## src/sv/smet_pkg.sv

```systemverilog
// shared types and constants for the sparse matrix entry table
package smet_pkg;

  localparam int CAPACITY_DEFAULT = 64;
  localparam int KEY_W            = 32;
  localparam int DATA_W           = 32;
  localparam int COORD_W          = 16;
  localparam int COUNT_W          = 7;

  // operation codes; code 3 is a no-op
  typedef enum logic [1:0] {
    KIND_PUT    = 2'd0,
    KIND_REMOVE = 2'd1,
    KIND_GET    = 2'd2
  } kind_t;

  typedef enum logic [1:0] {
    ST_OK        = 2'd0,
    ST_NOT_FOUND = 2'd1,
    ST_EMPTY     = 2'd2,
    ST_FULL      = 2'd3
  } status_t;

  typedef struct packed {
    kind_t              kind;
    logic [COORD_W-1:0] row_index;
    logic [COORD_W-1:0] col_index;
    logic [DATA_W-1:0]  data_in;
  } req_t;

  typedef struct packed {
    status_t            status;
    logic [DATA_W-1:0]  data_out;
    logic [COUNT_W-1:0] entry_count;
  } rsp_t;

  // one table slot as stored in memory
  typedef struct packed {
    logic              valid;
    logic [KEY_W-1:0]  key;
    logic [DATA_W-1:0] value;
  } slot_entry_t;

endpackage

```

## src/sv/smet_mem.sv

```systemverilog
// slot memory: one write port, one registered read port
module smet_mem
  import smet_pkg::*;
#(
  parameter int DEPTH  = CAPACITY_DEFAULT,
  parameter int ADDR_W = $clog2(CAPACITY_DEFAULT)
) (
  input  logic              clk,
  input  logic              rd_en,
  input  logic [ADDR_W-1:0] rd_addr,
  output slot_entry_t       rd_data,
  input  logic              wr_en,
  input  logic [ADDR_W-1:0] wr_addr,
  input  slot_entry_t       wr_data
);

  slot_entry_t mem [DEPTH];

  // write port
  always_ff @(posedge clk) begin
    if (wr_en) begin
      mem[wr_addr] <= wr_data;
    end
  end

  // read port, registered and loaded only while rd_en is high
  always_ff @(posedge clk) begin
    if (rd_en) begin
      rd_data <= mem[rd_addr];
    end
  end

endmodule

```

## src/sv/smet_ctrl.sv

```systemverilog
// scan sequencer: clears, scans slots, writes back and issues results
module smet_ctrl
  import smet_pkg::*;
#(
  parameter int CAPACITY = CAPACITY_DEFAULT,
  parameter int IDX_W    = $clog2(CAPACITY_DEFAULT),
  parameter int CNT_W    = $clog2(CAPACITY_DEFAULT + 1)
) (
  input  logic              clk,
  input  logic              rst,
  input  logic              in_valid,
  output logic              in_stall,
  input  req_t              req_data,
  output logic              out_valid,
  input  logic              out_stall,
  output rsp_t              rsp_data,
  input  logic [DATA_W-1:0] default_value,
  output logic              mem_rd_en,
  output logic [IDX_W-1:0]  mem_rd_addr,
  input  slot_entry_t       mem_rd_data,
  output logic              mem_wr_en,
  output logic [IDX_W-1:0]  mem_wr_addr,
  output slot_entry_t       mem_wr_data
);

  typedef enum logic [1:0] {
    S_CLEAR,
    S_IDLE,
    S_SCAN,
    S_FINISH
  } state_t;

  localparam logic [IDX_W-1:0] LAST_IDX = IDX_W'(CAPACITY - 1);

  state_t             state;
  req_t               req_q;
  logic [CNT_W-1:0]   count;
  logic [IDX_W-1:0]   iss_idx;
  logic               iss_done;
  logic               chk_valid;
  logic [IDX_W-1:0]   chk_idx;
  logic               hit;
  logic [IDX_W-1:0]   hit_idx;
  logic [DATA_W-1:0]  hit_value;
  logic               free_found;
  logic [IDX_W-1:0]   free_idx;

  logic               fin_fire;
  logic               fin_wr;
  logic [IDX_W-1:0]   fin_addr;
  slot_entry_t        fin_entry;
  status_t            fin_status;
  logic [DATA_W-1:0]  fin_dout;
  logic [CNT_W-1:0]   count_next;
  logic [KEY_W-1:0]   req_key;
  logic               key_match;

  assign req_key   = {req_q.row_index, req_q.col_index};
  assign key_match = mem_rd_data.valid && (mem_rd_data.key == req_key);
  assign in_stall  = (state != S_IDLE);

  // result slot is free when empty or being taken this cycle
  assign fin_fire = (state == S_FINISH) && (!out_valid || !out_stall);

  // read one slot per cycle during the scan
  assign mem_rd_en   = (state == S_SCAN) && !iss_done;
  assign mem_rd_addr = iss_idx;

  // outcome of the finished scan
  always_comb begin
    fin_wr     = 1'b0;
    fin_addr   = hit_idx;
    fin_entry  = '{valid: 1'b1, key: req_key, value: req_q.data_in};
    fin_status = ST_OK;
    fin_dout   = '0;
    count_next = count;
    case (req_q.kind)
      KIND_PUT: begin
        if (hit) begin
          fin_wr = 1'b1;
        end else if (free_found) begin
          fin_wr     = 1'b1;
          fin_addr   = free_idx;
          count_next = count + CNT_W'(1);
        end else begin
          fin_status = ST_FULL;
        end
      end
      KIND_REMOVE: begin
        if (count == '0) begin
          fin_status = ST_EMPTY;
        end else if (hit) begin
          fin_wr          = 1'b1;
          fin_entry.valid = 1'b0;
          count_next      = count - CNT_W'(1);
        end
      end
      KIND_GET: begin
        if (hit) begin
          fin_dout = hit_value;
        end else begin
          fin_status = ST_NOT_FOUND;
          fin_dout   = default_value;
        end
      end
      default: begin
      end
    endcase
  end

  // memory write: clearing pass or write-back
  always_comb begin
    mem_wr_en   = 1'b0;
    mem_wr_addr = fin_addr;
    mem_wr_data = fin_entry;
    if (state == S_CLEAR) begin
      mem_wr_en         = 1'b1;
      mem_wr_addr       = iss_idx;
      mem_wr_data       = '0;
    end else if (fin_fire) begin
      mem_wr_en = fin_wr;
    end
  end

  // sequencer state and registered outputs
  always_ff @(posedge clk) begin
    if (rst) begin
      state      <= S_CLEAR;
      count      <= '0;
      iss_idx    <= '0;
      iss_done   <= 1'b0;
      chk_valid  <= 1'b0;
      hit        <= 1'b0;
      free_found <= 1'b0;
      out_valid  <= 1'b0;
    end else begin
      // response register: loaded on finish, emptied when taken
      if (fin_fire) begin
        out_valid <= 1'b1;
      end else if (out_valid && !out_stall) begin
        out_valid <= 1'b0;
      end
      case (state)
        S_CLEAR: begin
          if (iss_idx == LAST_IDX) begin
            iss_idx <= '0;
            state   <= S_IDLE;
          end else begin
            iss_idx <= iss_idx + IDX_W'(1);
          end
        end
        S_IDLE: begin
          if (in_valid) begin
            req_q      <= req_data;
            iss_idx    <= '0;
            iss_done   <= 1'b0;
            chk_valid  <= 1'b0;
            hit        <= 1'b0;
            free_found <= 1'b0;
            state      <= S_SCAN;
          end
        end
        S_SCAN: begin
          // issue side
          chk_valid <= !iss_done;
          chk_idx   <= iss_idx;
          if (!iss_done) begin
            iss_idx <= iss_idx + IDX_W'(1);
            if (iss_idx == LAST_IDX) begin
              iss_done <= 1'b1;
            end
          end
          // compare side
          if (chk_valid) begin
            if (key_match && !hit) begin
              hit       <= 1'b1;
              hit_idx   <= chk_idx;
              hit_value <= mem_rd_data.value;
            end
            if (!mem_rd_data.valid && !free_found) begin
              free_found <= 1'b1;
              free_idx   <= chk_idx;
            end
            if (iss_done) begin
              state <= S_FINISH;
            end
          end
        end
        S_FINISH: begin
          if (fin_fire) begin
            count                <= count_next;
            rsp_data.status      <= fin_status;
            rsp_data.data_out    <= fin_dout;
            rsp_data.entry_count <= COUNT_W'(count_next);
            state                <= S_IDLE;
          end
        end
        default: begin
          state <= S_IDLE;
        end
      endcase
    end
  end

endmodule

```

## src/sv/sparse_matrix_entry_table.sv

```systemverilog
// sparse matrix entry table, top level
// Each request (put, remove or get on a row/column cell) scans the whole slot
// memory through its single read port, one slot per cycle, before its response
// is registered; the next request is taken the cycle after. The response sits
// in an output register, so a new request is accepted while the previous
// response waits.
// After reset the slot memory is cleared one slot per cycle, with in_stall
// high; default_value writes are taken during that time.
module sparse_matrix_entry_table
  import smet_pkg::*;
#(
  parameter int CAPACITY = CAPACITY_DEFAULT
) (
  input  logic              clk,
  input  logic              rst,
  input  logic              in_valid,
  output logic              in_stall,
  input  req_t              req_data,
  output logic              out_valid,
  input  logic              out_stall,
  output rsp_t              rsp_data,
  input  logic              cfg_wr_en,
  input  logic [DATA_W-1:0] cfg_wr_data
);

  localparam int IDX_W = (CAPACITY > 1) ? $clog2(CAPACITY) : 1;
  localparam int CNT_W = $clog2(CAPACITY + 1);

  logic [DATA_W-1:0] default_value;
  logic              mem_rd_en;
  logic [IDX_W-1:0]  mem_rd_addr;
  slot_entry_t       mem_rd_data;
  logic              mem_wr_en;
  logic [IDX_W-1:0]  mem_wr_addr;
  slot_entry_t       mem_wr_data;

  // default value register
  always_ff @(posedge clk) begin
    if (rst) begin
      default_value <= '0;
    end else if (cfg_wr_en) begin
      default_value <= cfg_wr_data;
    end
  end

  smet_mem #(
    .DEPTH  (CAPACITY),
    .ADDR_W (IDX_W)
  ) u_mem (
    .clk     (clk),
    .rd_en   (mem_rd_en),
    .rd_addr (mem_rd_addr),
    .rd_data (mem_rd_data),
    .wr_en   (mem_wr_en),
    .wr_addr (mem_wr_addr),
    .wr_data (mem_wr_data)
  );

  smet_ctrl #(
    .CAPACITY (CAPACITY),
    .IDX_W    (IDX_W),
    .CNT_W    (CNT_W)
  ) u_ctrl (
    .clk           (clk),
    .rst           (rst),
    .in_valid      (in_valid),
    .in_stall      (in_stall),
    .req_data      (req_data),
    .out_valid     (out_valid),
    .out_stall     (out_stall),
    .rsp_data      (rsp_data),
    .default_value (default_value),
    .mem_rd_en     (mem_rd_en),
    .mem_rd_addr   (mem_rd_addr),
    .mem_rd_data   (mem_rd_data),
    .mem_wr_en     (mem_wr_en),
    .mem_wr_addr   (mem_wr_addr),
    .mem_wr_data   (mem_wr_data)
  );

endmodule

```

## config.mk

```make
export PLATFORM = sky130hd
export DESIGN_NAME = sparse_matrix_entry_table
export DESIGN_NICKNAME = d
export VERILOG_FILES = /design/src/sv/smet_pkg.sv /design/src/sv/smet_mem.sv /design/src/sv/smet_ctrl.sv /design/src/sv/sparse_matrix_entry_table.sv
export SDC_FILE = /design/constraint.sdc
export NUM_CORES = 2
export LEC_CHECK = 0
export BUFFER_PORTS_ARGS = -buffer_cell sky130_fd_sc_hd__buf_2
export CAP_MARGIN = 20
export CELL_PAD_IN_SITES_DETAIL_PLACEMENT = 1
export CELL_PAD_IN_SITES_GLOBAL_PLACEMENT = 1
export CORE_MARGIN = 4
export CORE_UTILIZATION = 30
export CTS_BUF_LIST = sky130_fd_sc_hd__clkbuf_16
export DETAILED_ROUTE_END_ITERATION = 8
export PLACE_DENSITY_LB_ADDON = 0.1
export SLEW_MARGIN = 20
export SYNTH_ARGS = -nofsm -noshare
export SYNTH_HDL_FRONTEND = slang
export SYNTH_MEMORY_MAX_BITS = 65536
export SYNTH_SLANG_ARGS = --single-unit
export TNS_END_PERCENT = 10
```

## constraint.sdc

```tcl
create_clock -name clk -period 5.3 [get_ports clk]
set_input_delay 1.06 -clock clk [delete_from_list [all_inputs] [get_ports clk]]
set_output_delay 1.06 -clock clk [all_outputs]
set_load 0.05 [all_outputs]
```

# Yosys cells after proc, flatten, opt, wreduce, memory -nomap -nowiden
# Memories as Yosys holds them, arrays and structs flattened. A register that Yosys moved wholly into a read port is not among the register bits.
# Index checks and enable logic that the tools add are counted.
[op_classes]
n_eq_ne = 16
shift = 0
muxes = 51
n_mul = 0
n_bitwise = 1
order_cmp = 0
reduce_logical = 30
n_div = 0
addsub = 3
[op_table]
columns = ["cell", "count"]
rows = [
  ["2-to-1 mux 65 bit", 1],
  ["2-to-1 mux 6 bit", 7],
  ["equality test 32 bit", 1],
  ["2-to-1 mux 32 bit", 1],
  ["2-to-1 mux 7 bit", 4],
  ["2-to-1 mux 1 bit", 21],
  ["one-hot mux 6 bit (3 select lines)", 1],
  ["2-to-1 mux 2 bit", 8],
  ["AND reduction 4 bit", 4],
  ["one-hot mux 7 bit (2 select lines)", 1],
  ["!= test 2 bit, second input constant", 5],
  ["one-hot mux 1 bit (2 select lines)", 5],
  ["AND reduction 3 bit", 3],
  ["!= test 2 x 1 -> 1 bit, second input constant", 4],
  ["one-hot mux 2 bit (4 select lines)", 1],
  ["adder 7 x 1 -> 7 bit, second input constant", 1],
  ["logical NOT 7 bit", 1],
  ["subtractor 7 x 1 -> 7 bit, second input constant", 1],
  ["adder 6 x 1 -> 6 bit, second input constant", 1],
  ["equality test 2 bit, second input constant", 3],
  ["equality test 6 bit, second input constant", 1],
  ["logical AND 1 bit", 6],
  ["logical NOT 1 bit", 6],
  ["one-hot mux 2 bit (3 select lines)", 1],
  ["other kinds (8)", 13],
]
[totals]
rom_bits = 0
register_bits = 209
n_memories = 1
mem_bits_rw = 4160
latchBits = 0
[mem_list]
columns = ["name", "words", "width", "read_ports", "rd_clocked_by_memory_dff", "wr", "line_no", "source"]
rows = [
  ["u_mem.mem", 64, 65, 1, 1, 1, "smet_mem.sv:17", "slot_entry_t mem [DEPTH];"],
]

# Logic depth before layout (Yosys ltp)
[logic_depth]
depth_word = 7
ltp_mapped = 10
mapped_depth_nobuf = 7

# By module
# A second synthesis with hierarchy kept.
[hier_totals]
hier_cells = 7274
area_unflattened_um2 = 167750.9
[by_module_without_submodules]
columns = ["mod", "area_each_um2", "cells_each", "n_inst"]
rows = [
  ["smet_mem", 158981.2, 6606, 1],
  ["smet_ctrl", 7606.0, 565, 1],
  ["sparse_matrix_entry_table", 1163.6, 103, 1],
]

# Least setup slack after synthesis
# OpenSTA, ideal clock, no wires.
[synth_path]
path_type = "input -> register"
startpoint = "input port out_stall"
endpoint = "memory u_mem.mem[19][0] (netlist bit), enable pin"
path_buffers = 0
arrival_time_ns = 4.874
path_slack_ns = -0.063
path_stages = 5
path_cell_list = "a21boi_0 nand3_1 o211ai_4 nand3_1 nor2_1"
[synth_between]
elab_chain_len = 7
[synth_rtl]
columns = ["item", "line_no", "source"]
rows = [
  ["start, declared", "sparse_matrix_entry_table.sv:20", "input logic out_stall,"],
  ["logical NOT 1 bit", "smet_ctrl.sv:63", "assign fin_fire = (state == S_FINISH) && (!out_valid || !out_stall);"],
  ["logical OR 1 bit", "smet_ctrl.sv:63", ""],
  ["logical AND 1 bit", "smet_ctrl.sv:63", ""],
  ["2-to-1 mux 1 bit", "smet_ctrl.sv:120", "end else if (fin_fire) begin"],
  ["2-to-1 mux 1 bit", "smet_ctrl.sv:116", "if (state == S_CLEAR) begin"],
  ["2-to-1 mux 1 bit", "smet_mem.sv:21", "if (wr_en) begin"],
  ["2-to-1 mux 1 bit (not written as such)", "smet_mem.sv:22", "mem[wr_addr] <= wr_data;"],
  ["end, declared", "smet_mem.sv:17", ""],
]
# No other way between the ends.

# Final worst setup path
[layout_path]
startpoint = "register u_ctrl.req_q[64] (netlist bit)"
endpoint = "memory u_mem.mem[57][20] (netlist bit), enable pin"
[layout_between]
elab_chain_len = 6
elab_cells_between_ends = 9
classes_between = "eq/ne (1); mux (7); reduce/logical (1)"
[layout_rtl]
columns = ["item", "line_no", "source"]
rows = [
  ["start, declared", "smet_ctrl.sv:36", "req_t req_q;"],
  ["start signal, assigned", "smet_ctrl.sv:154", "req_q <= req_data;"],
  ["equality test 2 x 1 -> 1 bit / logical NOT 2 bit (equally long branches)", "smet_ctrl.sv:77", "case (req_q.kind)"],
  ["one-hot mux 1 bit (2 select lines)", "smet_ctrl.sv:77", ""],
  ["2-to-1 mux 1 bit", "smet_ctrl.sv:120", ""],
  ["2-to-1 mux 1 bit", "smet_ctrl.sv:116", ""],
  ["2-to-1 mux 1 bit", "smet_mem.sv:21", ""],
  ["2-to-1 mux 1 bit (not written as such)", "smet_mem.sv:22", ""],
]
# Several ways; a longest one is shown, not always the timed one.

==> flow_metrics.py <==
metrics = {
    "timing": {
        "report.final.hold_viol_count": 0,
        "tns_ps": 0,
        "timing.hold.ws_ps": 154,
        "max_slew.worst_pin.slew_ps": 1230,
        "final-max-slew-violation-count": 0,
        "finClkSkew_ps": 70.0,
        "slew-limit-headroom": 0.180,
        "fmaxAchievable_ghz": 0.229,
        "post_layout_min_period_ps": 4360,
        "setup_viol": 0,
        "crit_share_post_route": 0.822,
        "final_critical_path_setup_slack_ps": 943,
        "rsz0062_at_grt": "no",
    },
    "clock_network": {
        "cts-resized-gates": 0,
        "clock_tree.htree_level_count": 6,
        "cts.sink_count": 4434,
        "postCtsSetupRepairBufs": 0,
        "cts_max_path_buffers": 4,
        "tritoncts": "built",
        "cts_hold_buffers": 0,
        "clock_insertion_delay_worst_skew_ps": 1080,
        "cell_chosen_for_the_clock_root": "sky130_fd_sc_hd__clkbuf_16",
        "cts_made_buffers": 518,
        "clkTransAtPathRegs_ps": 60,
    },
    "floorplan": {
        "fp.coreArea_mm2": 0.561,
        "design.portCount": 146,
        "dieArea_mm2": 0.574,
        "dieHeight_um": 758,
        "die_width_um": 758,
        "start_util": 0.301,
        "core.rowCount": 275,
    },
    "placement": {
        "placed_cells_incl_taps": 15084,
        "dp_hpwl_um": 359000,
        "dp_slack_ps": 677,
        "gp_congestion": 0.771,
        "port-buffer-count": 145,
        "dpl_cell_area_mm2": 0.182,
    },
    "setup_path": {
        "reg2regPathDepth": 7,
        "crit_path_max_fanout": 22,
        "crit_chain": "nor4b_4, buf_4, mux2_1, o31ai_1, nand3_2, nor2_4, buf_4",
        "cp_data_arrival_time_ps": 5080,
        "worstSetupEndpointType": "register",
        "worst-setup-path-type": "reg2reg",
        "worst_setup_path_start_kind": "register",
        "cp_slowest_cell": "sky130_fd_sc_hd__nor2_4",
        "critical_path.most_common_cell": "sky130_fd_sc_hd__buf_4",
        "critical_path.max_stage_delay_ps": 890,
        "critPathRequiredTime_ps": 6020,
    },
    "logic_synthesis": {
        "syn-cell-area_mm2": 0.169,
        "postSynth.asyncResetShare": 0,
        "synth-seq-area-share": 0.786,
        "post-synth-top-area-fraction": 0.780,
        "yosysUniqueCellTypes": 71,
        "synth_top_cell_by_area": "sky130_fd_sc_hd__edfxtp_1",
        "mappedNetlistNets": 7560,
        "synth_enable_flop_cells": 4382,
        "syn-instance-count": 7448,
        "synth.ff_latch_count": 4434,
        "yosys_warnings": 0,
        "synthFlopType": "sky130_fd_sc_hd__edfxtp_1",
        "syn_avg_cell_area_um2": 22.7,
        "yosys-top-cells-area": "sky130_fd_sc_hd__edfxtp_1 78%, sky130_fd_sc_hd__mux4_2 13%, sky130_fd_sc_hd__mux2i_1 1.5%",
    },
    "hold_path": {
        "whs_path_depth": 1,
        "hold_path_class": "in2reg",
    },
    "global_routing": {
        "grt_usage": 0.201,
        "grt_start_max_net_pins": 73,
        "initial_antenna_violation_count": 83,
        "grt_pass1_vias": 87856,
        "globalRouteOverflowTotal": 0,
        "grt_pass1_wl_um": 788000,
    },
    "power_and_ir_drop": {
        "power_mw": 75.1,
        "power_leakage_nw": 58.0,
        "vdd_ir_drop_max_v": 0.000253,
        "power_density_mw_per_mm2": 378,
    },
    "layout": {
        "final_core_utilization": 0.354,
        "drive_above_1_share": 0.291,
        "synthToLayoutAreaGrowth_pct": 17.8,
        "layout.cells.non_filler": 16063,
        "design.final.nets": 8237,
        "final_design_area_no_fill_mm2": 0.199,
    },
    "status": {
        "status": "finished, final reports clean",
    },
    "routing": {
        "vias": 83035,
        "detail_route.drc_violations": 0,
        "viasPerCell": 5.17,
        "detailedRoute.firstPassIterationCount": 5,
        "dr.first_iter.drc_count": 8867,
        "routed_wire_length_um": 589000,
        "avgRoutedWirePerCell_um": 36.7,
        "antenna_violating_nets_post_route": 0,
    },
    "flow_run": {
        "maxCapViolCount": 0,
    },
}
[cells in the mapped netlist (64+ instances only)]
cell                          n
sky130_fd_sc_hd__edfxtp_1  4382
sky130_fd_sc_hd__buf_2      133
sky130_fd_sc_hd__o22ai_1     72
sky130_fd_sc_hd__nor2_1     212
sky130_fd_sc_hd__mux4_2     995
sky130_fd_sc_hd__nand3_1     64
sky130_fd_sc_hd__mux2i_1    261
sky130_fd_sc_hd__o221ai_1    75
sky130_fd_sc_hd__nor2b_1     95
sky130_fd_sc_hd__buf_4       71
sky130_fd_sc_hd__a22oi_1    230
sky130_fd_sc_hd__clkbuf_1   144
sky130_fd_sc_hd__a21oi_1    101
[area by class of cell]
cell class,instances,area [µm²]
antenna,61,153
clock buffer,521,13000
clock inverter,397,3120
fill,53833,362000
inverter,11,41.3
multi-input combinational,2576,34700
sequential,4434,133000
tap,7479,9360
timing repair buffer,584,5710
[registers in the layout, indices dropped and copies added, names as in the netlist]
| signal | flops |
|---|---|
| default_value | 32 |
| u_ctrl.state | 2 |
| u_ctrl.chk_idx | 6 |
| u_ctrl.count | 7 |
| u_ctrl.free_idx | 6 |
| u_ctrl.out_valid | 1 |
| u_ctrl.iss_done | 1 |
| u_mem.mem | 4160 |
| u_ctrl.fin_entry | 64 |
| u_ctrl.free_found | 1 |
| u_ctrl.hit_idx | 6 |
| u_mem.rd_data | 65 |
| u_ctrl.mem_rd_addr | 6 |
| u_ctrl.chk_valid | 1 |
| u_ctrl.rsp_data | 41 |
| u_ctrl.hit | 1 |
| u_ctrl.req_q | 2 |
| u_ctrl.hit_value | 32 |
[final timing paths]
check	start	to	slack (ps)
worst max-delay path	u_ctrl.req_q[64]	u_mem.mem[57][20]	940
worst min-delay path	req_data[28]	u_ctrl.fin_entry[28]	150
worst max register to register	u_ctrl.req_q[64]	u_mem.mem[57][20]	940
worst min register to register	u_mem.rd_data[9]	u_ctrl.hit_value[9]	450
[kinds of logic (layout without fill, tap and decap cells)]
family | after synthesis | in the layout | synth area share
AND/OR/NAND/NOR | 567 | 567 | 0.0169
multiplexers | 1284 | 1284 | 0.150
flip-flops | 4434 | 4434 | 0.786
adder cells (fa/ha/maj) | 9 | 9 | 0.000667
buffers and inverters | 438 | 1513 | 0.0149
other | 0 | 61 | 0
XOR/XNOR | 38 | 38 | 0.00197
AO/OA/AOI/OAI | 678 | 678 | 0.0294
[power breakdown]
| group | internal (mW) | switching [mW] |
|---|---|---|
| combinational | 1.14 | 1.78 |
| clock | 19.1 | 14.8 |
| sequential | 38.2 | 0.0711 |
| total | 58.5 | 16.7 |
[layer usage]
layer  part of all wire  track usage  vias to the layer above  wire (µm)
li1                   -            -                    33233          -
met1               0.43        0.275                    46353     253000
met2               0.47        0.326                     2749     279000
met3              0.068       0.0441                      686      40200
met4              0.028       0.0526                       14      16700
met5            0.00014            0                        -         82
[critical path: cells and delay by family (launching register included)]
| kind | cells | cell delay (ps) |
|---|---|---|
| AOI/OAI and AO/OA | 1 | 470 |
| buffers and inverters | 2 | 700 |
| DFF | 1 | 680 |
| muxes | 1 | 380 |
| and+or+nand+nor | 3 | 1750 |
[cell usage in the layout, fill, tap and decap left out, types with 45 or more instances in the layout]
cell,count
sky130_fd_sc_hd__mux4_2,995
sky130_fd_sc_hd__inv_1,123
sky130_fd_sc_hd__o22ai_1,70
sky130_fd_sc_hd__edfxtp_1,4382
sky130_fd_sc_hd__buf_12,131
sky130_fd_sc_hd__nor2b_4,70
sky130_fd_sc_hd__dfxtp_1,45
sky130_fd_sc_hd__o221ai_1,75
sky130_fd_sc_hd__diode_2,61
sky130_fd_sc_hd__nor2_1,144
sky130_fd_sc_hd__buf_4,306
sky130_fd_sc_hd__nand2_1,60
sky130_fd_sc_hd__a22oi_1,230
sky130_fd_sc_hd__a21oi_1,101
sky130_fd_sc_hd__buf_2,144
sky130_fd_sc_hd__clkbuf_16,521
sky130_fd_sc_hd__and3_1,46
sky130_fd_sc_hd__nor2_4,68
sky130_fd_sc_hd__mux2i_1,261
sky130_fd_sc_hd__nand3_1,64
sky130_fd_sc_hd__clkinv_1,136
sky130_fd_sc_hd__clkinv_2,63
No activity file was read; power rests on OpenSTA's default activity.
